### src/design/scpb_pkg.sv
// Shared types and constants for the strip coincidence pixel builder.
package scpb_pkg;

	localparam int TIME_W      = 50;
	localparam int STRIP_W     = 8;
	localparam int ENERGY_W    = 16;
	localparam int WIN_W       = 20;
	localparam int PIX_W       = 7;
	localparam int CFG_IDX_W   = 3;
	localparam int IN_TDATA_W  = 80;
	localparam int OUT_TDATA_W = 96;

	localparam logic [WIN_W-1:0] WIN_RESET = 20'd2000;

	typedef enum logic [CFG_IDX_W-1:0] {
		CFG_WIN_FF = 3'd0,
		CFG_WIN_FB = 3'd1,
		CFG_WIN_BF = 3'd2,
		CFG_WIN_BB = 3'd3
	} cfg_idx_t;

	typedef struct packed {
		logic [WIN_W-1:0] front_front;
		logic [WIN_W-1:0] front_back;
		logic [WIN_W-1:0] back_front;
		logic [WIN_W-1:0] back_back;
	} win_cfg_t;

	typedef struct packed {
		logic [PIX_W-1:0]    pixel_x;
		logic [PIX_W-1:0]    pixel_y;
		logic [TIME_W-1:0]   pixel_time;
		logic [ENERGY_W-1:0] energy_front;
		logic [ENERGY_W-1:0] energy_back;
	} pixel_t;

endpackage

### src/design/scpb_group_core.sv
// Group state, coincidence test and per-group maximum tracking.
module scpb_group_core #(
	parameter int FRONT_STRIPS = 128,
	parameter int ENERGY_BITS  = 16
) (
	input  logic                             clk,
	input  logic                             arst_n,
	input  logic                             step,
	input  logic [scpb_pkg::TIME_W-1:0]      hit_time,
	input  logic [scpb_pkg::STRIP_W-1:0]     hit_strip,
	input  logic [scpb_pkg::ENERGY_W-1:0]    hit_energy,
	input  scpb_pkg::win_cfg_t               win_cfg,
	output logic                             emit,
	output scpb_pkg::pixel_t                 pixel
);

	localparam int EW = (ENERGY_BITS < scpb_pkg::ENERGY_W) ? ENERGY_BITS : scpb_pkg::ENERGY_W;

	logic                          have_prev_q;
	logic [scpb_pkg::TIME_W-1:0]   prev_time_q;
	logic                          prev_front_q;
	logic [EW-1:0]                 front_energy_q;
	logic [scpb_pkg::PIX_W-1:0]    front_strip_q;
	logic [scpb_pkg::TIME_W-1:0]   front_time_q;
	logic [EW-1:0]                 back_energy_q;
	logic [scpb_pkg::STRIP_W-1:0]  back_strip_q;

	logic                          is_front;
	logic [EW-1:0]                 energy;
	logic [scpb_pkg::TIME_W-1:0]   diff_fwd;
	logic [scpb_pkg::TIME_W-1:0]   diff_bwd;
	logic [scpb_pkg::TIME_W-1:0]   gap;
	logic [scpb_pkg::WIN_W-1:0]    win;
	logic                          in_window;
	logic                          new_group;
	logic [EW-1:0]                 cur_front_e;
	logic [EW-1:0]                 cur_back_e;

	assign is_front = hit_strip < scpb_pkg::STRIP_W'(FRONT_STRIPS);
	assign energy   = hit_energy[EW-1:0];
	assign diff_fwd = hit_time - prev_time_q;
	assign diff_bwd = prev_time_q - hit_time;
	assign gap      = (hit_time >= prev_time_q) ? diff_fwd : diff_bwd;

	always_comb begin
		if (is_front) begin
			win = prev_front_q ? win_cfg.front_front : win_cfg.front_back;
		end else begin
			win = prev_front_q ? win_cfg.back_front : win_cfg.back_back;
		end
	end

	assign in_window = (gap[scpb_pkg::TIME_W-1:scpb_pkg::WIN_W] == '0) &&
	                   (gap[scpb_pkg::WIN_W-1:0] <= win);
	assign new_group = !have_prev_q || !in_window;
	assign emit      = have_prev_q && !in_window &&
	                   (front_energy_q != '0) && (back_energy_q != '0);

	// a new group compares against a cleared maximum
	assign cur_front_e = new_group ? '0 : front_energy_q;
	assign cur_back_e  = new_group ? '0 : back_energy_q;

	assign pixel.pixel_x      = front_strip_q;
	assign pixel.pixel_y      = back_strip_q[scpb_pkg::PIX_W-1:0];
	assign pixel.pixel_time   = front_time_q;
	assign pixel.energy_front = scpb_pkg::ENERGY_W'(front_energy_q);
	assign pixel.energy_back  = scpb_pkg::ENERGY_W'(back_energy_q);

	always_ff @(posedge clk or negedge arst_n) begin
		if (!arst_n) begin
			have_prev_q    <= 1'b0;
			prev_time_q    <= '0;
			prev_front_q   <= 1'b0;
			front_energy_q <= '0;
			front_strip_q  <= '0;
			front_time_q   <= '0;
			back_energy_q  <= '0;
			back_strip_q   <= '0;
		end else if (step) begin
			have_prev_q  <= 1'b1;
			prev_time_q  <= hit_time;
			prev_front_q <= is_front;
			if (new_group) begin
				front_energy_q <= '0;
				front_strip_q  <= '0;
				front_time_q   <= '0;
				back_energy_q  <= '0;
				back_strip_q   <= '0;
			end
			if (is_front && (energy > cur_front_e)) begin
				front_energy_q <= energy;
				front_strip_q  <= hit_strip[scpb_pkg::PIX_W-1:0];
				front_time_q   <= hit_time;
			end
			if (!is_front && (energy > cur_back_e)) begin
				back_energy_q <= energy;
				back_strip_q  <= hit_strip;
			end
		end
	end

	a_emit_needs_prev: assert property (@(posedge clk) disable iff (!arst_n)
		emit |-> have_prev_q)
		else $error("pixel emitted with no open group");

	a_front_max_holds: assert property (@(posedge clk) disable iff (!arst_n)
		(step && !new_group) |=> (front_energy_q >= $past(front_energy_q)))
		else $error("front maximum dropped inside a group");

	a_back_max_holds: assert property (@(posedge clk) disable iff (!arst_n)
		(step && !new_group) |=> (back_energy_q >= $past(back_energy_q)))
		else $error("back maximum dropped inside a group");

endmodule

### src/design/strip_coincidence_pixel_builder_top.sv
// Strip coincidence pixel builder: stream ports, window registers, output register.
// Path: a taken hit waits in the input register until the group logic takes it; a pixel
// that it closes is loaded into the output register as the group logic updates.
// Throughput: one hit per cycle while the output side is ready; the combinational
// gap compare and registered maximum update of the group logic set this.
// Reset (arst_n low, asynchronous): no open group, windows at 2000 ns, both stages empty.
module strip_coincidence_pixel_builder_top #(
	parameter int FRONT_STRIPS = 128,
	parameter int ENERGY_BITS  = 16
) (
	input  logic                                clk,
	input  logic                                arst_n,
	input  logic                                s_axis_tvalid,
	output logic                                s_axis_tready,
	// hit_time[49:0], hit_strip[57:50], hit_energy[73:58], zero pad
	input  logic [scpb_pkg::IN_TDATA_W-1:0]     s_axis_tdata,
	output logic                                m_axis_tvalid,
	input  logic                                m_axis_tready,
	// pixel_x[6:0], pixel_y[13:7], pixel_time[63:14], energy_front[79:64],
	// energy_back[95:80]
	output logic [scpb_pkg::OUT_TDATA_W-1:0]    m_axis_tdata,
	input  logic                                cfg_valid,
	output logic                                cfg_ready,
	input  logic [scpb_pkg::CFG_IDX_W-1:0]      cfg_index,
	input  logic [scpb_pkg::WIN_W-1:0]          cfg_data
);

	scpb_pkg::win_cfg_t                  win_q;
	logic                                valid_s1;
	logic [scpb_pkg::TIME_W-1:0]         time_s1;
	logic [scpb_pkg::STRIP_W-1:0]        strip_s1;
	logic [scpb_pkg::ENERGY_W-1:0]       energy_s1;
	logic                                out_valid_q;
	scpb_pkg::pixel_t                    pixel_q;
	logic                                advance;
	logic                                emit;
	scpb_pkg::pixel_t                    pixel;

	assign cfg_ready     = 1'b1;
	assign advance       = valid_s1 && (!out_valid_q || m_axis_tready);
	assign s_axis_tready = !valid_s1 || advance;

	always_ff @(posedge clk or negedge arst_n) begin
		if (!arst_n) begin
			win_q.front_front <= scpb_pkg::WIN_RESET;
			win_q.front_back  <= scpb_pkg::WIN_RESET;
			win_q.back_front  <= scpb_pkg::WIN_RESET;
			win_q.back_back   <= scpb_pkg::WIN_RESET;
		end else if (cfg_valid) begin
			case (scpb_pkg::cfg_idx_t'(cfg_index))
				scpb_pkg::CFG_WIN_FF: win_q.front_front <= cfg_data;
				scpb_pkg::CFG_WIN_FB: win_q.front_back  <= cfg_data;
				scpb_pkg::CFG_WIN_BF: win_q.back_front  <= cfg_data;
				scpb_pkg::CFG_WIN_BB: win_q.back_back   <= cfg_data;
				default: ;
			endcase
		end
	end

	always_ff @(posedge clk or negedge arst_n) begin
		if (!arst_n) begin
			valid_s1 <= 1'b0;
		end else if (s_axis_tready) begin
			valid_s1 <= s_axis_tvalid;
		end
	end

	always_ff @(posedge clk) begin
		if (s_axis_tready && s_axis_tvalid) begin
			time_s1   <= s_axis_tdata[49:0];
			strip_s1  <= s_axis_tdata[57:50];
			energy_s1 <= s_axis_tdata[73:58];
		end
	end

	scpb_group_core #(
		.FRONT_STRIPS(FRONT_STRIPS),
		.ENERGY_BITS (ENERGY_BITS)
	) u_core (
		.clk       (clk),
		.arst_n    (arst_n),
		.step      (advance),
		.hit_time  (time_s1),
		.hit_strip (strip_s1),
		.hit_energy(energy_s1),
		.win_cfg   (win_q),
		.emit      (emit),
		.pixel     (pixel)
	);

	always_ff @(posedge clk or negedge arst_n) begin
		if (!arst_n) begin
			out_valid_q <= 1'b0;
		end else if (advance) begin
			out_valid_q <= emit;
		end else if (m_axis_tready) begin
			out_valid_q <= 1'b0;
		end
	end

	always_ff @(posedge clk) begin
		if (advance && emit) begin
			pixel_q <= pixel;
		end
	end

	assign m_axis_tvalid = out_valid_q;
	assign m_axis_tdata  = {pixel_q.energy_back, pixel_q.energy_front, pixel_q.pixel_time,
	                        pixel_q.pixel_y, pixel_q.pixel_x};

	a_pixel_energies: assert property (@(posedge clk) disable iff (!arst_n)
		out_valid_q |-> ((pixel_q.energy_front != '0) && (pixel_q.energy_back != '0)))
		else $error("pixel with an empty front or back side");

	a_stall_holds_hit: assert property (@(posedge clk) disable iff (!arst_n)
		(valid_s1 && out_valid_q && !m_axis_tready) |=> valid_s1)
		else $error("hit dropped while the output was stalled");

	a_ready_when_empty: assert property (@(posedge clk) disable iff (!arst_n)
		!valid_s1 |-> s_axis_tready)
		else $error("input refused with an empty input register");

endmodule

### config.mk
export PLATFORM = sky130hd
export DESIGN_NAME = strip_coincidence_pixel_builder_top
export DESIGN_NICKNAME = d
export VERILOG_FILES = /design/src/design/scpb_pkg.sv /design/src/design/scpb_group_core.sv /design/src/design/strip_coincidence_pixel_builder_top.sv
export SDC_FILE = /design/constraint.sdc
export NUM_CORES = 1
export LEC_CHECK = 0
export BUFFER_PORTS_ARGS = -buffer_cell sky130_fd_sc_hd__buf_4
export CAP_MARGIN = 20
export CORE_ASPECT_RATIO = 1.5
export CORE_MARGIN = 4
export CORE_UTILIZATION = 50
export CTS_CLUSTER_SIZE = 25
export DETAILED_ROUTE_END_ITERATION = 12
export GPL_TIMING_DRIVEN = 0
export PLACE_DENSITY = 0.66
export SYNTH_ARGS = -nofsm -noshare
export SYNTH_HDL_FRONTEND = slang
export SYNTH_SLANG_ARGS = --single-unit
### constraint.sdc
create_clock -name clk -period 21.1 [get_ports clk]
set_clock_uncertainty 0.05 [all_clocks]
set_input_delay 4.22 -clock clk [delete_from_list [all_inputs] [get_ports clk]]
set_output_delay 4.22 -clock clk [all_outputs]
set_load 0.02 [all_outputs]
==> results of run 1 <==
layer usage:
layer | vias up | track usage | routed length, um
met1 | 8998 | 0.351 | 28000
met4 | 0 | 0.137 | 4140
met3 | 178 | 0.0335 | 3420
met5 | - | 0 | 0
li1 | 8501 | - | -
met2 | 605 | 0.516 | 37300
cell families (layout without fill, tap and decap cells):
logic type | count (synthesis) | in the layout | synth area share
buffers and inverters | 282 | 561 | 0.0498
AND/OR/NAND/NOR | 486 | 486 | 0.102
flip-flops | 400 | 400 | 0.476
XOR/XNOR | 58 | 58 | 0.0222
adder cells (fa/ha/maj) | 153 | 153 | 0.0844
AO/OA/AOI/OAI | 652 | 652 | 0.176
multiplexers | 168 | 168 | 0.0890
other | 1 | 2 | 0.000164
metrics by stage:
stage | setup WS, ns | cell area (sq um) | instances
after floorplan | 10.79 | 22900 | 2200
after global placement | 6.60 | 25100 | 2981
after detailed placement | 9.69 | 25300 | 2988
after CTS | 9.60 | 26600 | 3061
after global routing | 9.00 | 26600 | 3062
final | 9.48 | 26600 | 3062
flip-flops by register name, summed over array words and instances, names as in the netlist, 8 cells and up:
| register | flops |
|---|---|
| m_axis_tdata | 96 |
| win_q | 80 |
| time_s1 | 50 |
| u_core.front_time_q | 50 |
| u_core.prev_time_q | 50 |
| energy_s1 | 16 |
| u_core.back_energy_q | 16 |
| u_core.front_energy_q | 16 |
| strip_s1 | 8 |
cells in the mapped netlist (14+ instances only):
master / n
nor3_1: 21
nor2_1: 83
ha_1: 151
a21oi_2: 20
buf_2: 27
or2_1: 32
nand3_1: 19
dfstp_2: 24
a21o_1: 42
clkbuf_1: 71
xnor2_1: 33
o21bai_1: 14
mux2i_1: 67
nor4_1: 22
edfxtp_1: 170
o21a_1: 21
dfrtp_1: 206
inv_1: 168
nand4_1: 59
a211oi_1: 14
nand2_1: 193
a21oi_1: 203
mux4_2: 20
a22oi_1: 49
mux2_2: 81
xor2_1: 25
o21ai_0: 189
how the worst min path moves through the flow:
| stage | from | to | slack (ns) |
|---|---|---|---|
| floorplan | u_core.front_strip_q[0] | m_axis_tdata[0] | 0.37 |
| global placement | u_core.front_time_q[44] | m_axis_tdata[58] | 0.38 |
| detailed placement | u_core.front_time_q[40] | m_axis_tdata[54] | 0.38 |
| CTS | u_core.front_time_q[15] | m_axis_tdata[29] | 0.39 |
| global route | u_core.front_time_q[40] | m_axis_tdata[54] | 0.41 |
| finish | u_core.front_time_q[46] | m_axis_tdata[60] | 0.40 |
power groups by stage:
stage | combinational, mW | clock [mW] | sequential, mW
after floorplan | 1.11 | 0 | 1.28
final | 1.87 | 0.708 | 1.21
after detailed placement | 1.85 | 0 | 1.22
after global placement | 1.81 | 0 | 1.24
after global routing | 2.04 | 0.756 | 1.23
after CTS | 1.86 | 0.722 | 1.21
area by class of cell:
type / count / area, sq um
fillers: 3849 / 18400
flip-flops and latches: 400 / 10900
multi-input cells: 1518 / 10800
repair buffers: 206 / 1690
clock buffers: 52 / 1130
well taps: 582 / 728
inverters: 168 / 631
plain buffers: 114 / 507
clock inverters: 21 / 181
diodes: 1 / 2.50
==> results_dict.tcl, run 1 <==
set metrics [dict create \
    syn_area_per_cell_sq_um 10.4 \
    grt_max_degree 118 \
    peakVddDrop_v 0.0000852 \
    drive_gt1_frac 0.187 \
    slew_headroom 0.314 \
    boundaryPins 207 \
    cp_top_family "compound AO/OA/AOI/OAI gates" \
    cellInternalPower_mw 2.14 \
    critPathLaunch "time_s1[41]" \
    min_path_type "flip-flop to flip-flop" \
    synth_ff_type "dfrtp_1" \
    rsz0062_at_grt "no" \
    cp-start-kind "flip-flop" \
    synth_area_leaders "dfrtp_1 (23%), edfxtp_1 (22%), ha_1 (8.3%)" \
    netlist_instances 2200 \
    setup_tns_ns 0 \
    layout_common_cells "dfrtp_1 (206), a21oi_1 (203), buf_4 (202), nand2_1 (193), o21ai_0 (189)" \
    initial_core_util 0.507 \
    fin_util 0.590 \
    synth_area_sq_mm 0.0229 \
    synth.largest_area_cell "dfrtp_1" \
    drt_iter0_markers 1268 \
    slowest_stage "a211oi_1" \
    antenna_found_initial 1 \
    switching_share 0.434 \
    synth_top_area_frac 0.226 \
    holdPathStages 0 \
    core-area_sq_mm 0.0450 \
    cts_made_buffers 40 \
    wirelength_um 72900 \
    status "finished, final reports clean" \
    cts_resized 0 \
    grt_pass1_wl_um 112000 \
    cts-hold-fix-buffers 0 \
    port_buffers 199 \
    worst-path-stages 42 \
    dr.pass1.iters 8 \
    htreeDepth 2 \
    synth_fp_nets 2461 \
    p_total_mw 3.79 \
    final-hold-violation-count 0 \
    cp.required_ns 21.46 \
    post_cts_buffers 0 \
    grtUsageTotal 0.291 \
    synth_sequential_area_ratio 0.476 \
    final_common_cell "dfrtp_1" \
    r2r_slack_ns 9.48 \
    async_flop_share 0.575 \
    clock.fmax_mhz 86.1 \
    switchingPower_mw 1.65 \
    nets 2709 \
    die-area_sq_mm 0.0493 \
    crit_buf_inv 9 \
    clockBufferDepth 3 \
    max_cap_violations 0 \
    cts.sinks 400 \
    synthDistinctLibCells 74 \
    wire_per_inst_um 23.8 \
    r2r-start "time_s1[41]" \
    route.detailed.drc 0 \
    area_delta_synth_final_pct 16.4 \
    setup_viol 0 \
    tightest_slew_ns 1.02 \
    reg2reg_to "u_core.front_time_q[20]" \
    synth_edf_count 170 \
    rows 95 \
    end_kind "flip-flop" \
    root_buffer "clkbuf_16" \
    p_leak_nw 11.1 \
    post-route-period-util 0.551 \
    tritoncts "built" \
    endpoint "u_core.front_time_q[20]" \
    clkSlewWorstSetupHoldPaths_ns 0.06 \
    period_needed_ns 11.62 \
    die-height_um 270 \
    ys_seq_elements 400 \
    grt_pass1_vias 18700 \
    gr-total-overflow 0 \
    pwr-share-clk 0.187 \
    gp_congestion 0.990 \
    path_class "flip-flop to flip-flop" \
    slew_violations 0 \
    slowest_delay_ns 0.85 \
    cp.arrival_ns 11.98 \
    die_w_um 183 \
    ff2ff_path_depth 42 \
    comb_power_share 0.494 \
    fin_hold_ws_ns 0.395 \
    crit_fanout 10 \
    yosysWarnings 0 \
    insertion_delay_ns 0.56 \
    vias 18300 \
    dp_hpwl_um 57200 \
    p_per_area_mw_per_mm2 143 \
    seq_power_share 0.319 \
    viasPerCell 5.97 \
    drtAntennaViolNets 0 \
]
(Power assumes the default switching activity.)
==> inputs of run 2 (changes only) <==
==> constraint.sdc (replaced) <==
create_clock -name clk -period 10.7 [get_ports clk]
set_clock_uncertainty 0.05 [all_clocks]
set_input_delay 2.14 -clock clk [delete_from_list [all_inputs] [get_ports clk]]
set_output_delay 2.14 -clock clk [all_outputs]
set_load 0.02 [all_outputs]
==> run 2 against run 1 <==
Combinational power is 98% higher; highest routed layer unchanged; critical path depth fell by 1; largest cell class unchanged; fmax is 13% higher.
==> results_dict.tcl, run 2 (same netlist as run 1, synthesis figures left out) <==
set metrics [dict create \
    max_cap_violations 0 \
    grt_max_degree 118 \
    dp_hpwl_um 57200 \
    nets 2706 \
    slowest_stage "edfxtp_1" \
    path_class "flip-flop to flip-flop" \
    drive_gt1_frac 0.192 \
    layout_common_cells "dfrtp_1 (206), a21oi_1 (203), buf_4 (202), nand2_1 (192), o21ai_0 (189)" \
    grt_pass1_wl_um 112000 \
    slew_violations 0 \
    wirelength_um 72800 \
    status "finished, final reports clean" \
    slew_headroom 0.330 \
    die-area_sq_mm 0.0493 \
    dr.pass1.iters 5 \
    min_path_type "flip-flop to flip-flop" \
    grtUsageTotal 0.291 \
    p_total_mw 7.48 \
    drt_iter0_markers 1288 \
    cp_top_family "compound AO/OA/AOI/OAI gates" \
    crit_fanout 10 \
    htreeDepth 2 \
    crit_buf_inv 8 \
    core-area_sq_mm 0.0450 \
    cts_resized 7 \
    grt_pass1_vias 18700 \
    p_per_area_mw_per_mm2 281 \
    cp.arrival_ns 10.63 \
    tightest_slew_ns 0.999 \
    insertion_delay_ns 0.56 \
    route.detailed.drc 0 \
    cp-start-kind "flip-flop" \
    boundaryPins 207 \
    peakVddDrop_v 0.000168 \
    drtAntennaViolNets 0 \
    clockBufferDepth 3 \
    setup_viol 0 \
    setup_tns_ns 0 \
    root_buffer "clkbuf_16" \
    clkSlewWorstSetupHoldPaths_ns 0.07 \
    final-hold-violation-count 0 \
    fin_util 0.591 \
    tritoncts "built" \
    die-height_um 270 \
    slowest_delay_ns 0.55 \
    cts_made_buffers 40 \
    fin_hold_ws_ns 0.395 \
    vias 18200 \
    cp.required_ns 11.08 \
    antenna_found_initial 1 \
    initial_core_util 0.507 \
    rsz0062_at_grt "no" \
    viasPerCell 5.96 \
    final_common_cell "dfrtp_1" \
    cts.sinks 400 \
    period_needed_ns 10.25 \
    end_kind "flip-flop" \
    post_cts_buffers 0 \
    rows 95 \
    gr-total-overflow 0 \
    area_delta_synth_final_pct 16.5 \
    largest_register_ffs 96 \
    gp_congestion 0.990 \
    die_w_um 183 \
    wire_per_inst_um 23.8 \
    clock.fmax_mhz 97.6 \
    port_buffers 199 \
    post-route-period-util 0.958 \
    p_leak_nw 11.1 \
    cts-hold-fix-buffers 0 \
]
-- run 2: per-stage QoR --
stage / area [sq um] / std cells / worst slack [ns]
detailed placement: 25300 / 2988 / -0.711
floorplan: 22900 / 2200 / 0.782
global route: 26600 / 3059 / 0.000778
global placement: 25100 / 2981 / -3.80
finish: 26600 / 3059 / 0.455
CTS: 26600 / 3060 / 0.0611
-- run 2: worst paths after layout --
kind / startpoint / endpoint / slack [ns] / cells after the start
max reg2reg: time_s1[45] / u_core.front_time_q[20] / 0.45 / 41
min reg2reg: u_core.front_time_q[46] / m_axis_tdata[60] / 0.40 / 0
min in group asynchronous: arst_n / u_core.front_time_q[41] / 1.29 / 1
min: u_core.front_time_q[46] / m_axis_tdata[60] / 0.40 / 0
max: time_s1[45] / u_core.front_time_q[20] / 0.45 / 41
max in group asynchronous: arst_n / win_q[0] / 7.94 / 3
-- run 2: area by class of cell --
cell class,count,area [sq um]
multi-input combinational,1518,10900
clock buffer,52,1130
tap,582,728
inverter,168,631
buffer,111,508
fill,3846,18400
sequential,400,10900
timing repair buffer,206,1690
clock inverter,21,181
antenna,1,2.50
-- run 2: report_power, final --
group	leakage, nW	switching, mW	internal, mW	total, mW
clock	0.631	0.617	0.779	1.40
sequential	4.53	0.277	2.11	2.38
combinational	5.96	2.35	1.35	3.70
total	11.1	3.25	4.23	7.48
-- run 2: routing by layer --
metal / share of wire / vias up / global-route usage
met1: 0.38 / 8958 / 0.351
li1: - / 8498 / -
met4: 0.057 / 0 / 0.141
met3: 0.046 / 167 / 0.0340
met2: 0.51 / 612 / 0.514
met5: 0 / - / 0
-- run 2: worst register-to-register path, delay by kind of cell (launching register included) --
family                     cells  cell delay, ns
adders and majority gates      3            0.85
AOI/OAI and AO/OA             19            3.55
and+or+nand+nor               10            2.69
xor gates and xnor gates       1            0.23
DFF                            1            0.55
buffers and inverters          8            2.17
